[src/design/b58e_pkg.sv]
// Shared widths, character constants and digit-to-letter mapping for the base58 encoder.
`default_nettype none
package b58e_pkg;

    localparam int DIGIT_W   = 6;    // one base-58 digit
    localparam int CARRY_W   = 9;    // running carry of the multiply-add pass
    localparam int BYTE_W    = 8;
    localparam int CHAR_W    = 7;
    localparam int RADIX     = 58;
    localparam int RESULT_CAP = 64;  // most characters sent for one message
    localparam int COUNT_W   = 7;    // holds 0 .. RESULT_CAP

    localparam logic [CHAR_W-1:0] CHAR_ONE = 7'd49;   // '1'
    localparam logic [CHAR_W-1:0] CHAR_MAX = 7'd122;  // 'z'

    // Bitcoin alphabet: 1-9, A-H, J-N, P-Z, a-k, m-z
    function automatic logic [CHAR_W-1:0] char_of(input logic [DIGIT_W-1:0] d);
        logic [CHAR_W-1:0] dx;
        logic [CHAR_W-1:0] code;
        dx = {1'b0, d};
        priority if (d < 6'd9) begin
            code = 7'd49 + dx;
        end else if (d < 6'd17) begin
            code = 7'd65 + dx - 7'd9;
        end else if (d < 6'd22) begin
            code = 7'd74 + dx - 7'd17;
        end else if (d < 6'd33) begin
            code = 7'd80 + dx - 7'd22;
        end else if (d < 6'd44) begin
            code = 7'd97 + dx - 7'd33;
        end else if (d < 6'd58) begin
            code = 7'd109 + dx - 7'd44;
        end else begin
            code = CHAR_ONE;
        end
        return code;
    endfunction

endpackage
`default_nettype wire

[src/design/b58e_digit_ram.sv]
// Digit store: single write port, single registered read port.
`default_nettype none
module b58e_digit_ram #(
    parameter int DEPTH = 45,
    parameter int AW    = 6
) (
    input  wire                          aclk,
    input  wire                          we,
    input  wire  [AW-1:0]                waddr,
    input  wire  [b58e_pkg::DIGIT_W-1:0] wdata,
    input  wire                          re,
    input  wire  [AW-1:0]                raddr,
    output logic [b58e_pkg::DIGIT_W-1:0] rdata
);
    import b58e_pkg::*;

    logic [DIGIT_W-1:0] mem [0:DEPTH-1];

    always_ff @(posedge aclk) begin
        if (we) begin
            mem[waddr] <= wdata;
        end
    end

    // hold the last read word until the next read
    always_ff @(posedge aclk) begin
        if (re) begin
            rdata <= mem[raddr];
        end
    end

endmodule
`default_nettype wire

[src/design/b58e_mac.sv]
// One digit step of the fold: (256*digit + carry) split into new digit and new carry.
`default_nettype none
module b58e_mac (
    input  wire  [b58e_pkg::DIGIT_W-1:0] digit_in,
    input  wire  [b58e_pkg::CARRY_W-1:0] carry_in,
    output logic [b58e_pkg::DIGIT_W-1:0] digit_out,
    output logic [b58e_pkg::CARRY_W-1:0] carry_out
);
    import b58e_pkg::*;

    // 256*d = 58*(4*d) + 24*d, so only 24*d + carry needs a divide by 58
    logic [10:0] part;
    logic [20:0] prod;
    logic [5:0]  quot;
    logic [10:0] rem;

    always_comb begin
        part = 11'({digit_in, 4'b0000}) + 11'({digit_in, 3'b000}) + 11'(carry_in);
        // 565/32768 is 1/58 with a tiny excess; exact for any 11-bit part
        prod = 21'(part) * 21'd565;
        quot = prod[20:15];
        rem  = part - 11'(quot) * 11'(RADIX);
        digit_out = rem[DIGIT_W-1:0];
        carry_out = CARRY_W'({digit_in, 2'b00}) + CARRY_W'(quot);
    end

endmodule
`default_nettype wire

[src/design/base58_encoder_core.sv]
// Top level of the streaming base58 encoder.
// Bytes enter one per beat on s_; the beat with s_last_byte ends a message. Leading
// zero bytes are only counted and bytes past MAX_BYTES are dropped. Every other byte
// runs a multiply-add carry pass over the whole digit memory, one digit per cycle
// through its single read and write port. After the last byte, characters leave on
// m_ at one per cycle for the leading '1's, and the significant digits follow, each
// read and then sent and cleared, as m_ready allows; the memory is cleared behind
// the read. After reset the block zeroes the memory with s_ready low.
`default_nettype none
module base58_encoder_core #(
    parameter int MAX_BYTES  = 32,
    parameter int MAX_DIGITS = 45
) (
    input  wire                           aclk,
    input  wire                           aresetn,
    input  wire                           s_valid,
    output logic                          s_ready,
    input  wire  [b58e_pkg::BYTE_W-1:0]   s_data_byte,
    input  wire                           s_last_byte,
    output logic                          m_valid,
    input  wire                           m_ready,
    output logic [b58e_pkg::CHAR_W-1:0]   m_char_code,
    output logic                          m_last_char,
    output logic                          m_overflow
);
    import b58e_pkg::*;

    localparam int AW = $clog2(MAX_DIGITS);
    localparam int CW = $clog2(MAX_BYTES + 1);
    localparam logic [AW-1:0] LAST_IDX = AW'(MAX_DIGITS - 1);

    typedef enum logic [6:0] {
        ST_CLEAR = 7'b0000001,
        ST_IDLE  = 7'b0000010,
        ST_FOLD  = 7'b0000100,
        ST_ZEROS = 7'b0001000,
        ST_DRD   = 7'b0010000,
        ST_DDATA = 7'b0100000,
        ST_WIPE  = 7'b1000000
    } state_t;

    state_t              state_reg, state_next;
    logic [AW-1:0]       k_reg, k_next;
    logic [CARRY_W-1:0]  carry_reg, carry_next;
    logic [CW-1:0]       zc_reg, zc_next;
    logic                seen_reg, seen_next;
    logic [CW-1:0]       bc_reg, bc_next;
    logic                ovf_reg, ovf_next;
    logic                nz_reg, nz_next;
    logic [AW-1:0]       top_reg, top_next;
    logic                last_pend_reg, last_pend_next;
    logic [CW-1:0]       zrem_reg, zrem_next;
    logic [COUNT_W-1:0]  n_reg, n_next;
    logic                m_valid_reg, m_valid_next;
    logic [CHAR_W-1:0]   char_reg;
    logic                last_reg;
    logic                movf_reg;

    logic                ram_we, ram_re;
    logic [AW-1:0]       ram_waddr, ram_raddr;
    logic [DIGIT_W-1:0]  ram_wdata, ram_rdata;
    logic [DIGIT_W-1:0]  mac_digit;
    logic [CARRY_W-1:0]  mac_carry;

    logic                out_free;
    logic                emit;
    logic [CHAR_W-1:0]   emit_char;
    logic                emit_last;
    logic                go_emit;
    logic                finish;
    logic                capped;

    b58e_digit_ram #(
        .DEPTH (MAX_DIGITS),
        .AW    (AW)
    ) u_ram (
        .aclk  (aclk),
        .we    (ram_we),
        .waddr (ram_waddr),
        .wdata (ram_wdata),
        .re    (ram_re),
        .raddr (ram_raddr),
        .rdata (ram_rdata)
    );

    b58e_mac u_mac (
        .digit_in  (ram_rdata),
        .carry_in  (carry_reg),
        .digit_out (mac_digit),
        .carry_out (mac_carry)
    );

    assign out_free = !m_valid_reg || m_ready;

    always_comb begin
        state_next     = state_reg;
        k_next         = k_reg;
        carry_next     = carry_reg;
        zc_next        = zc_reg;
        seen_next      = seen_reg;
        bc_next        = bc_reg;
        ovf_next       = ovf_reg;
        nz_next        = nz_reg;
        top_next       = top_reg;
        last_pend_next = last_pend_reg;
        zrem_next      = zrem_reg;
        n_next         = n_reg;
        ram_we         = 1'b0;
        ram_waddr      = k_reg;
        ram_wdata      = '0;
        ram_re         = 1'b0;
        ram_raddr      = k_reg;
        emit           = 1'b0;
        emit_char      = CHAR_ONE;
        emit_last      = 1'b0;
        go_emit        = 1'b0;
        finish         = 1'b0;
        capped         = 1'b0;

        unique case (state_reg)
            ST_CLEAR: begin
                ram_we = 1'b1;
                if (k_reg == LAST_IDX) begin
                    state_next = ST_IDLE;
                end else begin
                    k_next = k_reg + AW'(1);
                end
            end
            ST_IDLE: begin
                if (s_valid) begin
                    if (bc_reg < CW'(MAX_BYTES)) begin
                        bc_next = bc_reg + CW'(1);
                        if (!seen_reg && s_data_byte == '0) begin
                            zc_next = zc_reg + CW'(1);
                            go_emit = s_last_byte;
                        end else begin
                            // start a fold pass at the least significant digit
                            seen_next      = 1'b1;
                            carry_next     = CARRY_W'(s_data_byte);
                            k_next         = '0;
                            ram_re         = 1'b1;
                            ram_raddr      = '0;
                            nz_next        = 1'b0;
                            last_pend_next = s_last_byte;
                            state_next     = ST_FOLD;
                        end
                    end else begin
                        // drop the byte
                        ovf_next = 1'b1;
                        go_emit  = s_last_byte;
                    end
                end
            end
            ST_FOLD: begin
                ram_we     = 1'b1;
                ram_wdata  = mac_digit;
                carry_next = mac_carry;
                if (mac_digit != '0) begin
                    nz_next  = 1'b1;
                    top_next = k_reg;
                end
                if (k_reg == LAST_IDX) begin
                    if (last_pend_reg) begin
                        go_emit = 1'b1;
                    end else begin
                        state_next = ST_IDLE;
                    end
                end else begin
                    k_next    = k_reg + AW'(1);
                    ram_re    = 1'b1;
                    ram_raddr = k_reg + AW'(1);
                end
            end
            ST_ZEROS: begin
                if (out_free) begin
                    emit      = 1'b1;
                    emit_char = CHAR_ONE;
                    emit_last = (zrem_reg == CW'(1)) && !nz_reg;
                    n_next    = n_reg + COUNT_W'(1);
                    zrem_next = zrem_reg - CW'(1);
                    if (zrem_reg == CW'(1)) begin
                        if (nz_reg) begin
                            state_next = ST_DRD;
                            k_next     = top_reg;
                        end else begin
                            finish = 1'b1;
                        end
                    end
                end
            end
            ST_DRD: begin
                ram_re     = 1'b1;
                state_next = ST_DDATA;
            end
            ST_DDATA: begin
                if (out_free) begin
                    capped    = (n_reg == COUNT_W'(RESULT_CAP - 1));
                    emit      = 1'b1;
                    emit_char = char_of(ram_rdata);
                    emit_last = (k_reg == '0) || capped;
                    ram_we    = 1'b1;
                    n_next    = n_reg + COUNT_W'(1);
                    if (k_reg == '0) begin
                        finish = 1'b1;
                    end else begin
                        k_next     = k_reg - AW'(1);
                        state_next = capped ? ST_WIPE : ST_DRD;
                    end
                end
            end
            ST_WIPE: begin
                // past the result cap: clear the rest without sending
                ram_we = 1'b1;
                if (k_reg == '0) begin
                    finish = 1'b1;
                end else begin
                    k_next = k_reg - AW'(1);
                end
            end
            default: begin
                state_next = ST_IDLE;
            end
        endcase

        if (go_emit) begin
            zrem_next = (zc_next == '0 && !nz_next) ? CW'(1) : zc_next;
            n_next    = '0;
            if (zrem_next != '0) begin
                state_next = ST_ZEROS;
            end else begin
                state_next = ST_DRD;
                k_next     = top_next;
            end
        end

        if (finish) begin
            state_next = ST_IDLE;
            zc_next    = '0;
            seen_next  = 1'b0;
            bc_next    = '0;
            ovf_next   = 1'b0;
            nz_next    = 1'b0;
            top_next   = '0;
        end

        m_valid_next = emit ? 1'b1 : (m_ready ? 1'b0 : m_valid_reg);
    end

    always_ff @(posedge aclk) begin
        if (!aresetn) begin
            state_reg     <= ST_CLEAR;
            k_reg         <= '0;
            zc_reg        <= '0;
            seen_reg      <= 1'b0;
            bc_reg        <= '0;
            ovf_reg       <= 1'b0;
            nz_reg        <= 1'b0;
            top_reg       <= '0;
            last_pend_reg <= 1'b0;
            zrem_reg      <= '0;
            n_reg         <= '0;
            m_valid_reg   <= 1'b0;
        end else begin
            state_reg     <= state_next;
            k_reg         <= k_next;
            zc_reg        <= zc_next;
            seen_reg      <= seen_next;
            bc_reg        <= bc_next;
            ovf_reg       <= ovf_next;
            nz_reg        <= nz_next;
            top_reg       <= top_next;
            last_pend_reg <= last_pend_next;
            zrem_reg      <= zrem_next;
            n_reg         <= n_next;
            m_valid_reg   <= m_valid_next;
        end
    end

    always_ff @(posedge aclk) begin
        carry_reg <= carry_next;
        if (emit) begin
            char_reg <= emit_char;
            last_reg <= emit_last;
            movf_reg <= ovf_reg;
        end
    end

    assign s_ready     = (state_reg == ST_IDLE);
    assign m_valid     = m_valid_reg;
    assign m_char_code = char_reg;
    assign m_last_char = last_reg;
    assign m_overflow  = movf_reg;

endmodule
`default_nettype wire

[config.mk]
export PLATFORM = sky130hd
export DESIGN_NAME = base58_encoder_core
export DESIGN_NICKNAME = d
export VERILOG_FILES = /design/src/design/b58e_pkg.sv /design/src/design/b58e_digit_ram.sv /design/src/design/b58e_mac.sv /design/src/design/base58_encoder_core.sv
export SDC_FILE = /design/constraint.sdc
export NUM_CORES = 1
export LEC_CHECK = 0
export BUFFER_PORTS_ARGS = -buffer_cell sky130_fd_sc_hd__buf_2
export CAP_MARGIN = 20
export CORE_MARGIN = 5
export CORE_UTILIZATION = 30
export DETAILED_ROUTE_END_ITERATION = 8
export SETUP_SLACK_MARGIN = 0.15
export SYNTH_ARGS = -nofsm -noshare
export SYNTH_HDL_FRONTEND = slang
export SYNTH_SLANG_ARGS = --single-unit
[constraint.sdc]
create_clock -name aclk -period 8.13 [get_ports aclk]
set_input_delay 0.813 -clock aclk [delete_from_list [all_inputs] [get_ports aclk]]
set_output_delay 0.813 -clock aclk [all_outputs]
set_load 0.02 [all_outputs]
== Word-level counts from Yosys, hierarchy flattened ==
Memories as Yosys holds them, arrays and structs flattened. A register that Yosys moved wholly into a read port is not among the register bits.
Index checks and enable logic that the tools add are counted.
W data, S select, Z words.
Word-level totals
  bits in writable memories: 270
  bits in registers: 67
  input bits: 13
  bits in latches: 0
  output and inout port bits: 11
  memory bits (read-only): 0
  word-level logic and storage cells: 202
  memories kept: 1
Cells by class
  add/sub/neg operators: 21
  bitwise logic cells: 3
  shift-type cells: 0
  $mul: 2
  mux-type cells: 82
  equal/unequal tests: 37
  divide/modulo/power cells: 0
  reductions and logical operators: 32
  $lt $le $gt $ge: 7
Memory list
  u_ram.mem: words 45, width 6, read ports 1, clocked after memory_dff 1, write ports 1, RTL line b58e_digit_ram.sv:17  | logic [DIGIT_W-1:0] mem [0:DEPTH-1];
Operator list (number)
  $mux W7: 19
  $mux W6: 22
  $pmux W7 S7: 1
  $ne A4 B4 Y1 const B: 9
  $add A7 B6 Y7 const A: 5
  $ne A3 B3 Y1 const B: 10
  $pmux W6 S5: 1
  $mux W9: 3
  $mux W1: 26
  $lt A6 B6 Y1 const B: 4
  $reduce_and A12 Y1: 2
  $mul A11 B10 Y21 const B: 1
  $add A6 B1 Y6 const B: 3
  $pmux W9 S2: 1
  $eq A7 B6 Y1 const B: 2
  $sub A7 B5 Y7 const B: 2
  $sub A7 B6 Y7 const B: 2
  $logic_not A6 Y1: 2
  $lt A6 B5 Y1 const B: 2
  $pmux W6 S2: 1
  $reduce_bool A6 Y1: 2
  $sub A6 B1 Y6 const B: 2
  $add A10 B9 Y11: 1
  $add A11 B9 Y11: 1
  36 further kinds: 60

== Depth between registers and ports, before layout ==
  depth in word-level cells: 15
  depth in mapped cells: 38
  gate-level depth less buffers: 36

== Hierarchy ==
Synthesis repeated with hierarchy kept, for this count alone.
Unflattened totals
  cell total of the unflattened synthesis: 1403
  area, all modules: 17957.2 sq um
By module, submodules not included
  b58e_digit_ram: sequential area each 8287.9 sq um, instances 1, cells each 584, area an instance 11038.1 sq um
  base58_encoder_core: sequential area each 1521.5 sq um, instances 1, cells each 557, area an instance 4484.3 sq um
  b58e_mac: sequential area each 0.0 sq um, instances 1, cells each 262, area an instance 2434.8 sq um

== Worst setup path after synthesis ==
Ideal clock, no wire load.
  path kind: register to register
  start point: register u_ram.rdata[1] in the netlist's numbering, read port of u_ram.mem
  end point: memory u_ram.mem[0][5], data pin
  data required time: 7719 ps
  slack: -898 ps
  library setup time: 411 ps
  path buffers: 1
  cell stages (with the launch flop): 33
  data arrival time: 8617 ps
  clock period less this slack: 9028 ps
  path through: edfxtp_1 clkbuf_1 inv_1 fa_1 inv_1 ha_1 fa_1 xor2_1 ha_1 ha_1 inv_1 fa_1 fa_1 fa_1 inv_1 ha_1 a21o_1 a221oi_1 o21a_1 nand4b_1 nand2_1 a21oi_1 xor2_1 inv_1 ha_1 ha_1 ha_1 inv_1 ha_1 a21oi_1 xnor2_1 xor2_1 nor2_1
On the way
  word-level cells in the longest chain between the ends: 6
RTL lines
  from (decl): RTL line b58e_digit_ram.sv:13  | output logic [b58e_pkg::DIGIT_W-1:0] rdata
  $add A10 B9 Y11 *: RTL line b58e_mac.sv:18  | part = 11'({digit_in, 4'b0000}) + 11'({digit_in, 3'b000}) + 11'(carry_in);
  $add A11 B9 Y11 *: RTL line b58e_mac.sv:18
  $mul A11 B10 Y21: RTL line b58e_mac.sv:20  | prod = 21'(part) * 21'd565;
  $mul A6 B5 Y5: RTL line b58e_mac.sv:22  | rem = part - 11'(quot) * 11'(RADIX);
  $sub A6 B6 Y6 *: RTL line b58e_mac.sv:22
  $mux W6 *: RTL line base58_encoder_core.sv:120  | unique case (state_reg)
  named net ram_wdata[5]: RTL line base58_encoder_core.sv:61  | logic [DIGIT_W-1:0] ram_wdata, ram_rdata;
  to (decl): RTL line b58e_digit_ram.sv:17
The timed path passes the listed nets; every way through them passes the cells marked *.

== Worst setup path in the final report ==
  start point: register u_ram.rdata[1] in the netlist's numbering, read port of u_ram.mem
  end point: register top_reg[1]
On the way
  word-level cells in the longest chain between the ends: 8
RTL lines
  $add A10 B9 Y11 *: RTL line b58e_mac.sv:18
  $add A11 B9 Y11 *: RTL line b58e_mac.sv:18
  $mul A11 B10 Y21: RTL line b58e_mac.sv:20
  $mul A6 B5 Y5: RTL line b58e_mac.sv:22
  $sub A6 B6 Y6 *: RTL line b58e_mac.sv:22
  $reduce_bool A6 Y1 *: RTL line base58_encoder_core.sv:158  | if (mac_digit != '0) begin
  $mux W6 *: RTL line base58_encoder_core.sv:158
  $mux W6 *: RTL line base58_encoder_core.sv:120
  to (signal assigned): RTL line base58_encoder_core.sv:271  | top_reg <= top_next;
  to (decl): RTL line base58_encoder_core.sv:50  | logic [AW-1:0] top_reg, top_next;
Mark *: on every way between the ends. The rest lies on a longest branch, timed or not.
A chain may end at the register's enable or synchronous reset.

==> results.json <==
{
  "floorplan.initialDensity_pct": 30.2,
  "timing.clock.skew_ns": 0.0168,
  "vias": 13800,
  "power.share.combinational_pct": 40.8,
  "area.growth.synth_to_final_pct": 14.9,
  "power.switching_mw": 2.28,
  "num_io_pins": 24,
  "synth_simple_gate_area_share_pct": 11.6,
  "synth.lib_cells_used.distinct": 87,
  "period_share_pct": 97.8,
  "synth_enable_flop_cells": 294,
  "worst_setup_path_start_kind": "register",
  "cts-buffers-inserted": 39,
  "synth_fa_ha_area_share_pct": 8.73,
  "cp.arrival_ns": 8.36,
  "ys_top_cells_by_count": "edfxtp_1 (294), nor2_1 (156), nand2_1 (144)",
  "setup_viol_count_final": 0,
  "maxSlewViolCount": 0,
  "max-cap-violations": 0,
  "number_of_global_route_vias_before_repair": 13700,
  "synth_top_area_share_pct": 46.4,
  "clock_tree.root_cell": "clkbuf_16",
  "critPathCaptureType": "register",
  "synthCells": 1684,
  "global_route_wire_length_before_repair_um": 78600,
  "dp_hpwl_um": 33200,
  "synthDominantAreaCellType": "edfxtp_1",
  "die_area_um2": 68500,
  "drt_wl_total_um": 50700,
  "period_minus_slack_ns": 7.95,
  "coreArea_um2": 63000,
  "timing.slew.headroom_pct": 24.1,
  "max_slew.worst_pin.slew_ns": 1.14,
  "final_net_count": 1836,
  "largest_register_ffs": 270,
  "grt_setup_unrepaired": "yes",
  "global_route.overflow_total": 0,
  "synth_top_family_by_area": "compound AO/OA/AOI/OAI gates",
  "dieHeight_um": 262,
  "synthesis.area_um2": 19000,
  "synth-compound-area-share_pct": 15.9,
  "synthesis.nets": 1814,
  "synth.most_common_cell": "edfxtp_1",
  "route.antenna.remaining_nets": 0,
  "detailedRoute.firstIterationViolations": 1250,
  "drtPass1Iterations": 6,
  "clockBufferDepth": 3,
  "clk_latency_ns": 0.55,
  "synth-async-reset-ratio_pct": 0,
  "internal_pwr_total_mw": 4.05,
  "avgSynthCellArea_um2": 11.3,
  "path_clk_slew_ns": 0.06,
  "total_placed_instance_area_um2": 20200,
  "final_layout_size_suffix_gt1_share_pct": 13.9,
  "synth.yosys.seq_area_share_pct": 51.6,
  "slowest_stage": "fa_1",
  "gp_routability_congestion": 0.863,
  "slowest_delay_ns": 0.53,
  "post_synth_mux_area_share_pct": 6.03,
  "antenna_found_initial": 0,
  "htree_num_levels": 2,
  "antennaDiodeCount": 0,
  "crit_required_ns": 8.54,
  "final-hold-violation-count": 0,
  "synth_ff_type": "edfxtp_1",
  "grt_max_degree": 95,
  "worst_setup_path_startpoint": "u_ram.rdata[1]",
  "power.leakage_nw": 8.43,
  "buffer_ports.inserted": 23,
  "wire_per_inst_um": 19.7,
  "switching_share_of_total_power_pct": 36.1,
  "total_power_mw": 6.33,
  "vias_per_cell": 5.35,
  "worst_hold_slack_ns": 0.439,
  "hold_path_startpoint": "ovf_reg",
  "hp-class": "register to register",
  "die_w_um": 262,
  "ff_latch_count_synth": 343,
  "synth-xor-area-share_pct": 2.35,
  "n_fill_cell": 6202,
  "tritoncts_clock_tree": "done",
  "yosysWarningCount": 0,
  "fin_cells": 2579,
  "placementRows": 92,
  "seqPwrFrac_pct": 31.5,
  "ws_path_type": "register to register",
  "gr-usage-all-layers_pct": 14.3,
  "netlist_top_cells_area": "edfxtp_1 (46%), ha_1 (6.0%), dfxtp_1 (5.2%)",
  "share_of_total_power_in_the_clock_network_pct": 27.7,
  "route.detailed.drc": 0,
  "critical_path_peak_fanout": 8,
  "post-place-cells": 2491,
  "clock_sink_count": 343,
  "r2r-start": "u_ram.rdata[1]",
  "cts_hold_buffers": 0,
  "fin_area_um2": 21800,
  "status": "finished, final reports clean",
  "ir_drop_mv": 0.498,
  "power.density_cell_area_nw_per_um2": 290,
  "timing.fmax_mhz": 126
}
==> path summary, 6_finish.rpt <==
check               endpoint  slack [ns]  cells past startpoint
hold / removal    m_overflow        0.44                      0
setup / recovery  top_reg[1]        0.18                     35
setup reg to reg  top_reg[1]        0.18                     35
hold reg to reg   m_overflow        0.44                      0
==> stage by stage <==
step | util, % | setup slack (ns) | TNS, ns
after floorplan | - | 0.162 | 0
after global placement | 32.1 | 0.0628 | 0
after detailed placement | 32.1 | -0.135 | -5.89
after CTS | 34.4 | 0.151 | 0
after global routing | 34.7 | -0.145 | -1.27
final | 34.7 | 0.181 | 0
==> cell usage in the layout, fill, tap and decap left out, types with 37 or more instances in the layout <==
cell type  Yosys  layout
clkbuf_16      0      40
a21oi_1       64      55
inv_1         63      58
buf_4          4      49
o221ai_1      38      38
nor2_1       156     150
nand3_1       39      38
mux2i_1       91      91
o22ai_1       37      37
dfxtp_1       49      48
edfxtp_1     294     294
o21ai_0       76      74
ha_1          91      84
nand2_1      144     143
==> final cells by class <==
type,count,area (µm²),area share [%]
sequential,343,9810,44.9
multi-input combinational,1176,8830,40.4
clock buffer,52,1090,4.98
tap,846,1060,4.85
timing repair buffer,81,632,2.89
inverter,65,245,1.12
clock inverter,16,170,0.779
==> critical path: cells and delay by family, from the launching register on <==
kind / cells / cell delay (ns)
buf+inv: 7 / 0.81
simple gates: 4 / 0.36
mux: 1 / 0.19
flops: 1 / 0.45
compound gates: 6 / 1.09
fa+ha+maj: 11 / 3.88
xor+xnor: 6 / 1.01
==> routing by layer <==
layer	wire, µm	track usage (%)	up-vias
met5	0	0	-
met4	1150	3.50	0
met3	3210	2.51	63
met2	24100	23.7	432
met1	22200	19.7	6845
li1	-	-	6451
==> cell families after synthesis <==
family	count (synthesis)
and+or+nand+nor	469
AOI/OAI and AO/OA	431
DFF	343
buffers and inverters	167
adders and majority gates	117
muxes	106
xor gates and xnor gates	51
==> power groups by stage <==
stage / registers, mW / clock network (mW) / logic [mW]
6_report: 2.00 / 1.75 / 2.59
5_1_grt: 2.00 / 1.85 / 2.79
4_1_cts: 1.99 / 1.79 / 2.42
3_5_place_dp: 2.03 / 0 / 2.19
3_3_place_gp: 2.03 / 0 / 2.15
2_1_floorplan: 2.00 / 0 / 1.59
==> timing repair <==
item | 4_1_cts | 5_1_grt
gates cloned | 1 | 1
buffers inserted | 8 | 8
endpoints found under the setup margin | 58 | 61
pin swaps | 13 | 14
gates resized for setup | 18 | 20
No activity file was read; power rests on OpenSTA's default activity.
